**config.mk**
```make
export PLATFORM = sky130hd
export DESIGN_NAME = derivative_outlier_suppressor_core
export DESIGN_NICKNAME = d
export VERILOG_FILES = /design/src/design/dos_pkg.sv /design/src/design/derivative_outlier_suppressor_core.sv
export VERILOG_INCLUDE_DIRS = /design/src /design/src/design
export SDC_FILE = /design/constraint.sdc
export NUM_CORES = 2
export LEC_CHECK = 0
export BUFFER_PORTS_ARGS = -buffer_cell sky130_fd_sc_hd__clkbuf_2
export CELL_PAD_IN_SITES_DETAIL_PLACEMENT = 0
export CELL_PAD_IN_SITES_GLOBAL_PLACEMENT = 1
export CORE_ASPECT_RATIO = 1.5
export CORE_MARGIN = 1
export CORE_UTILIZATION = 32
export CTS_BUF_LIST = sky130_fd_sc_hd__clkbuf_4
export CTS_CLUSTER_SIZE = 10
export DETAILED_ROUTE_END_ITERATION = 10
export GPL_ROUTABILITY_DRIVEN = 0
export GPL_TIMING_DRIVEN = 0
export PLACE_DENSITY = 0.61
export SETUP_SLACK_MARGIN = 0.15
export SLEW_MARGIN = 20
export SYNTH_ARGS = -nofsm -noshare
export SYNTH_HDL_FRONTEND = slang
export SYNTH_SLANG_ARGS = --single-unit
```
**constraint.sdc**
```tcl
create_clock -name clk -period 21.5 [get_ports clk]
set_clock_uncertainty 0.2 [all_clocks]
set_input_delay 3.225 -clock clk [delete_from_list [all_inputs] [get_ports clk]]
set_output_delay 3.225 -clock clk [all_outputs]
set_load 0.01 [all_outputs]
```
**src/design/derivative_outlier_suppressor_core_defines.svh**
```systemverilog
// Assertion macros for the derivative outlier suppressor.
`ifndef DERIVATIVE_OUTLIER_SUPPRESSOR_CORE_DEFINES_SVH
`define DERIVATIVE_OUTLIER_SUPPRESSOR_CORE_DEFINES_SVH

`ifndef SYNTHESIS

// Property checked on the rising clock, off while in reset.
`define DOS_ASSERT(lbl, prop, msg) \
  lbl: assert property (@(posedge clk) disable iff (!rst_n) prop) else $error(msg);

// Condition that must never hold.
`define DOS_ASSERT_NEVER(lbl, expr, msg) \
  `DOS_ASSERT(lbl, !(expr), msg)

`else

`define DOS_ASSERT(lbl, prop, msg)
`define DOS_ASSERT_NEVER(lbl, expr, msg)

`endif

`endif

```
**src/design/dos_pkg.sv**
```systemverilog
// Types and constants shared by the derivative outlier suppressor.
`default_nettype none

package dos_pkg;

  localparam int POS_OUT_W   = 20;
  localparam int VALUE_W     = 32;
  localparam int LIMIT_W     = 31;
  localparam int CFG_DATA_W  = 32;
  localparam int CFG_INDEX_W = 2;

  // Write-back queue
  localparam int FIFO_DEPTH = 4;
  localparam int FIFO_AW    = 2;

  // Configuration register indexes
  localparam logic [CFG_INDEX_W-1:0] REG_CLIP_MODE      = 2'd0;
  localparam logic [CFG_INDEX_W-1:0] REG_ZERO_LEVEL     = 2'd1;
  localparam logic [CFG_INDEX_W-1:0] REG_MAX_ABS        = 2'd2;
  localparam logic [CFG_INDEX_W-1:0] REG_MAX_DERIVATIVE = 2'd3;

  // Saturation bounds for clamped values, on the 34-bit working width
  localparam logic signed [33:0] SAT_HI = 34'sh0_7FFF_FFFF;
  localparam logic signed [33:0] SAT_LO = 34'sh3_8000_0000;

  localparam logic [LIMIT_W-1:0] LIMIT_RESET = 31'h7FFF_FFFF;

  // One write-back transaction
  typedef struct packed {
    logic [POS_OUT_W-1:0]      position;
    logic signed [VALUE_W-1:0] value;
    logic                      is_nan;
    logic                      last;
    logic                      done;
  } res_t;

  // |v - zl| > ma, exact
  function automatic logic out_of_range(input logic signed [VALUE_W-1:0] v,
                                        input logic signed [VALUE_W-1:0] zl,
                                        input logic [LIMIT_W-1:0] ma);
    logic signed [32:0] d;
    logic [32:0]        mag;
    d   = 33'(v) - 33'(zl);
    mag = d[32] ? 33'(-d) : 33'(d);
    return mag > {2'b00, ma};
  endfunction

  // |d| > lim
  function automatic logic abs_gt(input logic signed [34:0] d,
                                  input logic [VALUE_W-1:0] lim);
    logic [34:0] mag;
    mag = d[34] ? 35'(-d) : 35'(d);
    return mag > {3'b000, lim};
  endfunction

  function automatic res_t make_res(input logic [POS_OUT_W-1:0] pos,
                                    input logic signed [VALUE_W-1:0] val,
                                    input logic bad);
    res_t r;
    r.position = pos;
    r.value    = bad ? '0 : val;
    r.is_nan   = bad;
    r.last     = 1'b0;
    r.done     = 1'b0;
    return r;
  endfunction

endpackage

`default_nettype wire

```
**src/design/derivative_outlier_suppressor_core.sv**
```systemverilog
// Derivative outlier suppressor: top level with state, verdict logic and write-back queue.
`default_nettype none
`include "derivative_outlier_suppressor_core_defines.svh"

// Streams Q16.16 samples of a record, one transaction per sample, and emits
// write-back transactions (position, value, invalid flag). In clip mode each
// finite sample yields one write-back clamped to zero_level +/- max_abs, a
// NaN one an invalid write-back. In check mode a finite sample is held until
// the next finite one arrives, then judged against range and against the
// mean of its finite neighbors; the last finite sample of a record is judged
// against range and half its step from the previous one. A sample yields 0,
// 1 or 2 write-backs; out_last marks the last one of a sample, and
// out_record_done the last one of a record. Rate: one sample per cycle while
// in_stall is low. A sample is captured in an input register, its verdicts
// are formed combinationally and pushed into a 4-entry write-back queue,
// whose head is driven on the output. The queue drains one write-back per
// cycle while out_stall is low, so samples that yield two write-backs are
// limited by the output side. in_stall rises when the queue cannot take two
// more entries while a sample waits.
// Configuration writes are only allowed with the block idle.
module derivative_outlier_suppressor_core
  import dos_pkg::*;
#(
  parameter int POSITION_BITS = 20
) (
  input  wire logic                   clk,
  input  wire logic                   rst_n,
  // configuration
  input  wire logic                   cfg_we,
  input  wire logic [CFG_INDEX_W-1:0] cfg_index,
  input  wire logic [CFG_DATA_W-1:0]  cfg_data,
  // samples in
  input  wire logic                   in_valid,
  output logic                        in_stall,
  input  wire logic signed [VALUE_W-1:0] in_sample_value,
  input  wire logic                   in_sample_is_nan,
  input  wire logic                   in_last_in_record,
  // write-backs out
  output logic                        out_valid,
  input  wire logic                   out_stall,
  output logic [POS_OUT_W-1:0]        out_position,
  output logic signed [VALUE_W-1:0]   out_value,
  output logic                        out_is_nan,
  output logic                        out_last,
  output logic                        out_record_done
);

  // ---------------------------------------------------------------- config
  logic                      clip_mode_r;
  logic signed [VALUE_W-1:0] zero_level_r;
  logic [LIMIT_W-1:0]        max_abs_r;
  logic [LIMIT_W-1:0]        max_deriv_r;

  always_ff @(posedge clk) begin
    if (!rst_n) begin
      clip_mode_r  <= 1'b0;
      zero_level_r <= '0;
      max_abs_r    <= LIMIT_RESET;
      max_deriv_r  <= LIMIT_RESET;
    end else if (cfg_we) begin
      unique case (cfg_index)
        REG_CLIP_MODE:      clip_mode_r  <= cfg_data[0];
        REG_ZERO_LEVEL:     zero_level_r <= cfg_data;
        REG_MAX_ABS:        max_abs_r    <= cfg_data[LIMIT_W-1:0];
        REG_MAX_DERIVATIVE: max_deriv_r  <= cfg_data[LIMIT_W-1:0];
        default: ;
      endcase
    end
  end

  // ---------------------------------------------------------- input stage
  logic                      s1_valid_r;
  logic signed [VALUE_W-1:0] s1_value_r;
  logic                      s1_nan_r;
  logic                      s1_last_r;

  logic [FIFO_AW:0] fifo_cnt_r;
  logic             s1_advance;
  logic             in_accept;

  // Item leaves the input register only when the queue has room for two.
  assign s1_advance = s1_valid_r && (fifo_cnt_r <= (FIFO_AW+1)'(FIFO_DEPTH - 2));
  assign in_stall   = s1_valid_r && !s1_advance;
  assign in_accept  = in_valid && !in_stall;

  always_ff @(posedge clk) begin
    if (!rst_n) begin
      s1_valid_r <= 1'b0;
    end else if (in_accept) begin
      s1_valid_r <= 1'b1;
    end else if (s1_advance) begin
      s1_valid_r <= 1'b0;
    end
  end

  always_ff @(posedge clk) begin
    if (in_accept) begin
      s1_value_r <= in_sample_value;
      s1_nan_r   <= in_sample_is_nan;
      s1_last_r  <= in_last_in_record;
    end
  end

  // ---------------------------------------------------------- record state
  logic [POSITION_BITS-1:0]  sample_cnt_r,  sample_cnt_nxt;
  logic                      held_valid_r,  held_valid_nxt;
  logic signed [VALUE_W-1:0] held_value_r,  held_value_nxt;
  logic [POSITION_BITS-1:0]  held_pos_r,    held_pos_nxt;
  logic signed [VALUE_W-1:0] prev_value_r,  prev_value_nxt;

  logic [POS_OUT_W-1:0] cnt_pos_out;
  logic [POS_OUT_W-1:0] held_pos_out;

  // Positions leave as their low POS_OUT_W bits
  generate
    if (POSITION_BITS >= POS_OUT_W) begin : g_pos_trunc
      assign cnt_pos_out  = sample_cnt_r[POS_OUT_W-1:0];
      assign held_pos_out = held_pos_r[POS_OUT_W-1:0];
    end else begin : g_pos_ext
      assign cnt_pos_out  = {{(POS_OUT_W-POSITION_BITS){1'b0}}, sample_cnt_r};
      assign held_pos_out = {{(POS_OUT_W-POSITION_BITS){1'b0}}, held_pos_r};
    end
  endgenerate

  // ------------------------------------------------------------- verdicts
  logic                      oor_held, oor_new;
  logic                      flush_bad, mid_bad, new_bad;
  logic signed [VALUE_W-1:0] prev_new;
  logic [VALUE_W-1:0]        deriv_lim;
  logic signed [33:0]        clip_hi, clip_lo, clip_r;
  logic signed [VALUE_W-1:0] clip_value;

  logic res_a_vld, res_b_vld;
  res_t res_a, res_b;
  res_t push_0, push_1;
  logic [1:0] push_n;

  always_comb begin
    deriv_lim = {max_deriv_r, 1'b0};
    oor_held  = out_of_range(held_value_r, zero_level_r, max_abs_r);
    oor_new   = out_of_range(s1_value_r, zero_level_r, max_abs_r);
    // final verdict on the held sample
    flush_bad = oor_held ||
                abs_gt(35'(held_value_r) - 35'(prev_value_r), deriv_lim);
    // held sample against the mean of its neighbors, doubled
    mid_bad   = oor_held ||
                abs_gt(35'(held_value_r) + 35'(held_value_r)
                       - 35'(prev_value_r) - 35'(s1_value_r), deriv_lim);
    // new sample flushed at record end
    prev_new  = held_valid_r ? held_value_r : s1_value_r;
    new_bad   = oor_new ||
                abs_gt(35'(s1_value_r) - 35'(prev_new), deriv_lim);

    // clamp, then saturate
    clip_hi = 34'(zero_level_r) + 34'(signed'({1'b0, max_abs_r}));
    clip_lo = 34'(zero_level_r) - 34'(signed'({1'b0, max_abs_r}));
    clip_r  = 34'(s1_value_r);
    if (clip_r > clip_hi) begin
      clip_r = clip_hi;
    end else if (clip_r < clip_lo) begin
      clip_r = clip_lo;
    end
    if (clip_r > SAT_HI) begin
      clip_r = SAT_HI;
    end
    if (clip_r < SAT_LO) begin
      clip_r = SAT_LO;
    end
    clip_value = clip_r[VALUE_W-1:0];

    // candidate write-backs: a precedes b
    res_a = make_res(held_pos_out, held_value_r, flush_bad);
    res_b = make_res(cnt_pos_out, '0, 1'b1);
    res_a_vld = 1'b0;
    res_b_vld = 1'b1;
    if (clip_mode_r) begin
      res_a_vld = held_valid_r;
      if (!s1_nan_r) begin
        res_b = make_res(cnt_pos_out, clip_value, 1'b0);
      end
    end else if (s1_nan_r) begin
      res_a_vld = s1_last_r && held_valid_r;
    end else begin
      res_a_vld = held_valid_r;
      res_a     = make_res(held_pos_out, held_value_r, mid_bad);
      res_b_vld = s1_last_r;
      res_b     = make_res(cnt_pos_out, s1_value_r, new_bad);
    end

    // pack into queue order, tag the final one
    push_0 = res_a_vld ? res_a : res_b;
    push_1 = res_b;
    push_n = {1'b0, res_a_vld} + {1'b0, res_b_vld};
    if (push_n == 2'd2) begin
      push_1.last = 1'b1;
      push_1.done = s1_last_r;
    end else begin
      push_0.last = 1'b1;
      push_0.done = s1_last_r;
    end

    // state update
    sample_cnt_nxt = sample_cnt_r + POSITION_BITS'(1);
    held_valid_nxt = held_valid_r;
    held_value_nxt = held_value_r;
    held_pos_nxt   = held_pos_r;
    prev_value_nxt = prev_value_r;
    if (s1_last_r) begin
      sample_cnt_nxt = '0;
      held_valid_nxt = 1'b0;
      held_value_nxt = '0;
      held_pos_nxt   = '0;
      prev_value_nxt = '0;
    end else if (clip_mode_r) begin
      held_valid_nxt = 1'b0;
    end else if (!s1_nan_r) begin
      prev_value_nxt = prev_new;
      held_value_nxt = s1_value_r;
      held_pos_nxt   = sample_cnt_r;
      held_valid_nxt = 1'b1;
    end
  end

  always_ff @(posedge clk) begin
    if (!rst_n) begin
      sample_cnt_r <= '0;
      held_valid_r <= 1'b0;
      held_value_r <= '0;
      held_pos_r   <= '0;
      prev_value_r <= '0;
    end else if (s1_advance) begin
      sample_cnt_r <= sample_cnt_nxt;
      held_valid_r <= held_valid_nxt;
      held_value_r <= held_value_nxt;
      held_pos_r   <= held_pos_nxt;
      prev_value_r <= prev_value_nxt;
    end
  end

  // ------------------------------------------------------- write-back queue
  res_t             fifo_mem [FIFO_DEPTH];
  logic [FIFO_AW-1:0] wr_ptr_r, rd_ptr_r;
  logic [1:0]       n_push;
  logic             pop;
  res_t             head;

  assign n_push = s1_advance ? push_n : 2'd0;
  assign pop    = out_valid && !out_stall;

  always_ff @(posedge clk) begin
    if (n_push != 2'd0) begin
      fifo_mem[wr_ptr_r] <= push_0;
    end
    if (n_push == 2'd2) begin
      fifo_mem[wr_ptr_r + FIFO_AW'(1)] <= push_1;
    end
  end

  always_ff @(posedge clk) begin
    if (!rst_n) begin
      wr_ptr_r   <= '0;
      rd_ptr_r   <= '0;
      fifo_cnt_r <= '0;
    end else begin
      wr_ptr_r   <= wr_ptr_r + FIFO_AW'(n_push);
      rd_ptr_r   <= rd_ptr_r + FIFO_AW'(pop);
      fifo_cnt_r <= fifo_cnt_r + (FIFO_AW+1)'(n_push) - (FIFO_AW+1)'(pop);
    end
  end

  assign head            = fifo_mem[rd_ptr_r];
  assign out_valid       = (fifo_cnt_r != '0);
  assign out_position    = head.position;
  assign out_value       = head.value;
  assign out_is_nan      = head.is_nan;
  assign out_last        = head.last;
  assign out_record_done = head.done;

  // ------------------------------------------------------------ assertions
  // queue never overfills
  `DOS_ASSERT_NEVER(a_fifo_overflow, fifo_cnt_r > (FIFO_AW+1)'(FIFO_DEPTH), "write-back queue overflow")
  // record end clears counter and held sample
  `DOS_ASSERT(a_record_end_clears, (s1_advance && s1_last_r) |=> (sample_cnt_r == '0 && !held_valid_r), "record end did not clear state")
  // nothing is held after a clip-mode sample
  `DOS_ASSERT(a_clip_no_hold, (s1_advance && clip_mode_r) |=> !held_valid_r, "sample held in clip mode")
  // record end always closes a sample's write-backs
  `DOS_ASSERT(a_done_is_last, (out_valid && out_record_done) |-> out_last, "record_done without out_last")

endmodule

`default_nettype wire
```
======== After elaboration in Yosys (flattened, before gate mapping) ========
Memories as Yosys holds them, arrays and structs flattened. A register that Yosys moved wholly into a read port is not among the register bits.
Cells that the tools add are included.
storage, ports and cells
  logic and storage cells ................. 123
  input bits .............................. 73
  memory bits (writable) .................. 220
  bits in registers ....................... 242
  memories ................................ 1
  output and inout bits ................... 57
cells by class
  $add $sub $neg .......................... 21
  reduce and logical (&&, ||, !) cells .... 21
  multiplexer cells ....................... 46
  equal/unequal tests ..................... 8
  order comparisons ....................... 10
memories
  memory    words  width  rd ports  clocked after memory_dff  wr ports  RTL line                                   source
  fifo_mem  4      55     1         1                         2         derivative_outlier_suppressor_core.sv:241  res_t fifo_mem [FIFO_DEPTH];
operators with widths
  kind                   number
  $mux 32                11
  $mux 35                8
  $sub 32x32->33         5
  $gt 35x32->1           3
  $mux 34                3
  $mux 20                4
  $neg 33->35            2
  $add 32x32->33         2
  $gt 33x31->1           2
  $mux 33                2
  $neg 33->33            2
  $mux 55                1
  $neg 35->35            1
  $sub 34x32->35         1
  $gt 34x32->1 const B   1
  $lt 34x32->1 const B   1
  $sub 33x32->34         1
  $gt 32x33->1           1
  $lt 32x33->1           1
  $add 20x1->20 const B  1
  $mux 1                 13
  $reduce_and 2->1       5
  $eq 2x2->1 const B     4
  $mux 2                 4
  other kinds (17)       27

======== Depth between registers and ports, before layout ========
  depth in word-level cells ............... 12
  depth in mapped cells ................... 33
  gate-level depth less buffers ........... 30

======== Worst setup path before layout ========
No wires, ideal clock.
  kind .................................... reg-to-reg
  start ................................... register s1_value_r[19]
  end ..................................... memory fifo_mem[1][2] (netlist bit), data pin
  required time ........................... 21.034 ns
  setup time .............................. 0.266 ns
  clock period less this slack ............ 7.459 ns
  arrival time ............................ 6.993 ns
  buffers on the path ..................... 3
  path slack .............................. 14.041 ns
  stages on the path, launching flop included .. 30
  cell sequence ........................... edfxtp_1 -> inv_1 -> fa_1 -> ha_1 -> clkbuf_1 -> and4_1 -> or2_2 -> o32ai_1 -> or2_2 -> o21ai_0 -> a31oi_1 -> nor2_1 -> o21ai_0 -> clkbuf_1 -> o31ai_1 -> xnor2_1 -> ha_1 -> nand3_1 -> nand2_1 -> a21oi_1 -> nor2_1 -> a2111oi_0 -> nand4_1 -> o21bai_1 -> a2111oi_0 -> o311ai_0 -> o211a_4 -> nor3b_4 -> buf_6 -> a21oi_1
RTL lines
  what                    RTL line                                   source
  start, declared         derivative_outlier_suppressor_core.sv:73   logic signed [VALUE_W-1:0] s1_value_r;
  start signal, assigned  derivative_outlier_suppressor_core.sv:98   s1_value_r <= in_sample_value;
  end, declared           derivative_outlier_suppressor_core.sv:241

==> impl_metrics.toml <==
[global_route]
antenna_found_initial = 7
grt_pass1_wl_um = 286000
grt_pass1_vias = 42200
grt_max_degree = 39
gr-total-overflow = 0
grt_usage_pct = 28.0

[layout]
layout-drive-gt1-share_pct = 8.96
final_cell_mix = "nand2_1, ha_1, nor2_1"
final_common_cell = "nand2_1"
syn_to_final_growth_pct = 11.4
nNetsFinal = 6154
fin_area_um2 = 49700

[floorplanning]
rows = 167
core_um2 = 138000
fp.dieH_um = 460
dieArea_um2 = 141000
io_pins = 130
die_w_um = 307
initial_core_util_pct = 32.3

[pwr]
total_power_uw = 4400
combPwrFrac_pct = 57.0
p_int_uw = 2350
p_switching_uw = 2060
power_frac_seq_pct = 24.1
power_leakage_uw = 0.0201
swShare_pct = 46.7
ir_drop_mv = 0.0380
power_density_nw_per_um2 = 88.5
clockPowerShare_pct = 18.9

[clocking]
postCtsSetupBuffers = 0
cts_tree = "done"
clock-sinks = 462
cts_root_buf = "clkbuf_4"
clk_pin_slew_ns = 0.09
clock_path_buffers = 3
postCtsHoldBufs = 0
htree_levels = 3
cts_resized = 0
clk_latency_ns = 1.14
cts_buffers = 120

[yosys]
ys_top_cells_by_area = "edfxtp_1, ha_1, dfxtp_1"
ys_ff_latch = 462
yosysWarningCount = 0
yosysSeqAreaShare_pct = 26.4
netlist_instances = 5314
syn_avg_cell_area_um2 = 8.40
synth_area_um2 = 44700
synth_top_area_share_pct = 17.1
synth_edf_count = 254
yosys.area.top_type = "edfxtp_1"
synth_cell_types = 107
synth_fp_nets = 5885
synth-async-reset-ratio_pct = 0
yosys_most_used_dff = "edfxtp_1"

[sta]
finalSetupViolCount = 0
rsz0062_at_grt = "no"
maxSlewHeadroom_pct = 16.7
timing.hold.ws_ns = 0.317
fmax_ghz = 0.0903
fin_crit_ns = 11.08
worst_pin_slew_ns = 1.22
hold_viol = 0
drv_slew = 0
tns_ns = 0
period_share_pct = 51.5

[placement]
hpwl_um = 162000
placed_cell_area_um2 = 48100
io_buffers = 128

[drt]
dr.pass1.iters = 8
routed_wl_um = 201000
wl_per_cell_um = 26.6
antenna_left = 0
drc_errors = 0
via_per_inst = 5.67
drt-initial-drc-count = 3367
vias = 42800

[critical_path]
reg2regPathDepth = 30
worst-setup-path-type = "flop to flop"
slowest_stage = "o31ai_1"
crit_path_start_kind = "flop"
crit_path_max_fanout = 10
critPathMaxStageDelay_ns = 0.88
cp.arrival_ns = 11.74
required_ns = 22.16
end_kind = "flop"

[min_path]
min_path_type = "flop to flop"
worstHoldPathCells = 2

[run]
max-cap-violations = 0

[status]
outcome = "complete, no violations"
-- worst max-delay path: cells and delay by family, from the launching register on --
kind | cells | cell delay, ns
simple gates | 5 | 1.33
compound gates | 16 | 5.67
flops | 1 | 0.44
fa+ha+maj | 3 | 0.87
xor+xnor | 1 | 0.16
buf+inv | 5 | 2.05
-- through the flow --
step	util (%)	instances	setup slack, ns
floorplan	-	5314	14.04
global placement	34.4	7301	10.03
detailed placement	34.8	7320	10.42
CTS	35.9	7539	10.34
global route	35.9	7543	10.29
finish	36.0	7547	10.42
-- path summary, 6_finish.rpt --
check,slack (ns),from,endpoint
worst min-delay path,0.32,zero_level_r[12]$_SDFFE_PN0P_,zero_level_r[12]$_SDFFE_PN0P_
worst min register to register,0.32,zero_level_r[12]$_SDFFE_PN0P_,zero_level_r[12]$_SDFFE_PN0P_
worst max register to register,10.42,held_value_r[0]$_SDFFE_PN0P_,fifo_mem[1][32]$_DFFE_PP_
worst max-delay path,10.42,held_value_r[0]$_SDFFE_PN0P_,fifo_mem[1][32]$_DFFE_PP_
-- sequential cells by signal, summed over array words and instances (netlist names), 2 cells and up --
signal	flops
cnt_pos_out	20
fifo_cnt_r	3
fifo_mem	220
held_pos_out	20
held_value_r	32
max_abs_r	31
max_deriv_r	31
prev_value_r	32
rd_ptr_r	2
s1_value_r	32
wr_ptr_r	2
zero_level_r	32
-- synthesized netlist by cell type, types with 19 or more instances --
cell and count:
a21o_1 129, nor2b_1 97, a21oi_1 339, nor4_1 24, o21bai_1 24, a221o_1 126
nand3_1 103, and4_1 19, a211oi_1 47, or3_1 39, nor2_1 386, o211ai_1 107
mux4_2 55, and3_1 46, and2_1 100, a21boi_0 50, edfxtp_1 254, nor3_1 130
ha_1 459, buf_2 19, clkbuf_1 224, o31ai_1 41, a2111oi_0 23, fa_1 39
o21ai_0 256, nand2b_1 45, xor2_1 104, nand4_1 84, o21a_1 68, inv_1 257
buf_1 24, nor3b_1 21, mux2i_1 44, dfxtp_1 208, a22oi_1 59, a31oi_1 48
xnor2_1 214, nand2_1 674
-- layout make-up --
type,count,area (µm²)
antenna,8,20.0
inverter,258,968
clock inverter,53,352
sequential,462,11800
fill,14600,88600
buffer,280,1180
multi-input combinational,4314,30800
clock buffer,166,1250
tap,1859,2330
timing repair buffer,147,1060
-- power groups by stage --
stage	Clock, µW	Combinational [µW]	Sequential (µW)
finish	833	2510	1060
global route	890	2750	1060
CTS	857	2490	1060
detailed placement	0	2480	1080
global placement	0	2450	1080
floorplan	0	1770	1030
-- cell families after synthesis --
family	after synthesis	synth area share [%]
AND/OR/NAND/NOR	1858	20.2
AO/OA/AOI/OAI	1534	23.8
buffers and inverters	538	4.79
adder cells (fa/ha/maj)	498	14.6
flip-flops	462	26.4
XOR/XNOR	318	6.24
multiplexers	106	3.96
-- per-layer routing --
metal,part of all wire [%],track usage (%),vias to the layer above
met3,5.1,3.64,434
met4,8.5,20.9,4
met2,47,47.3,1478
met5,0.013,0,-
met1,39,32.2,20500
li1,-,-,20400
No activity file was read; power rests on OpenSTA's default activity.
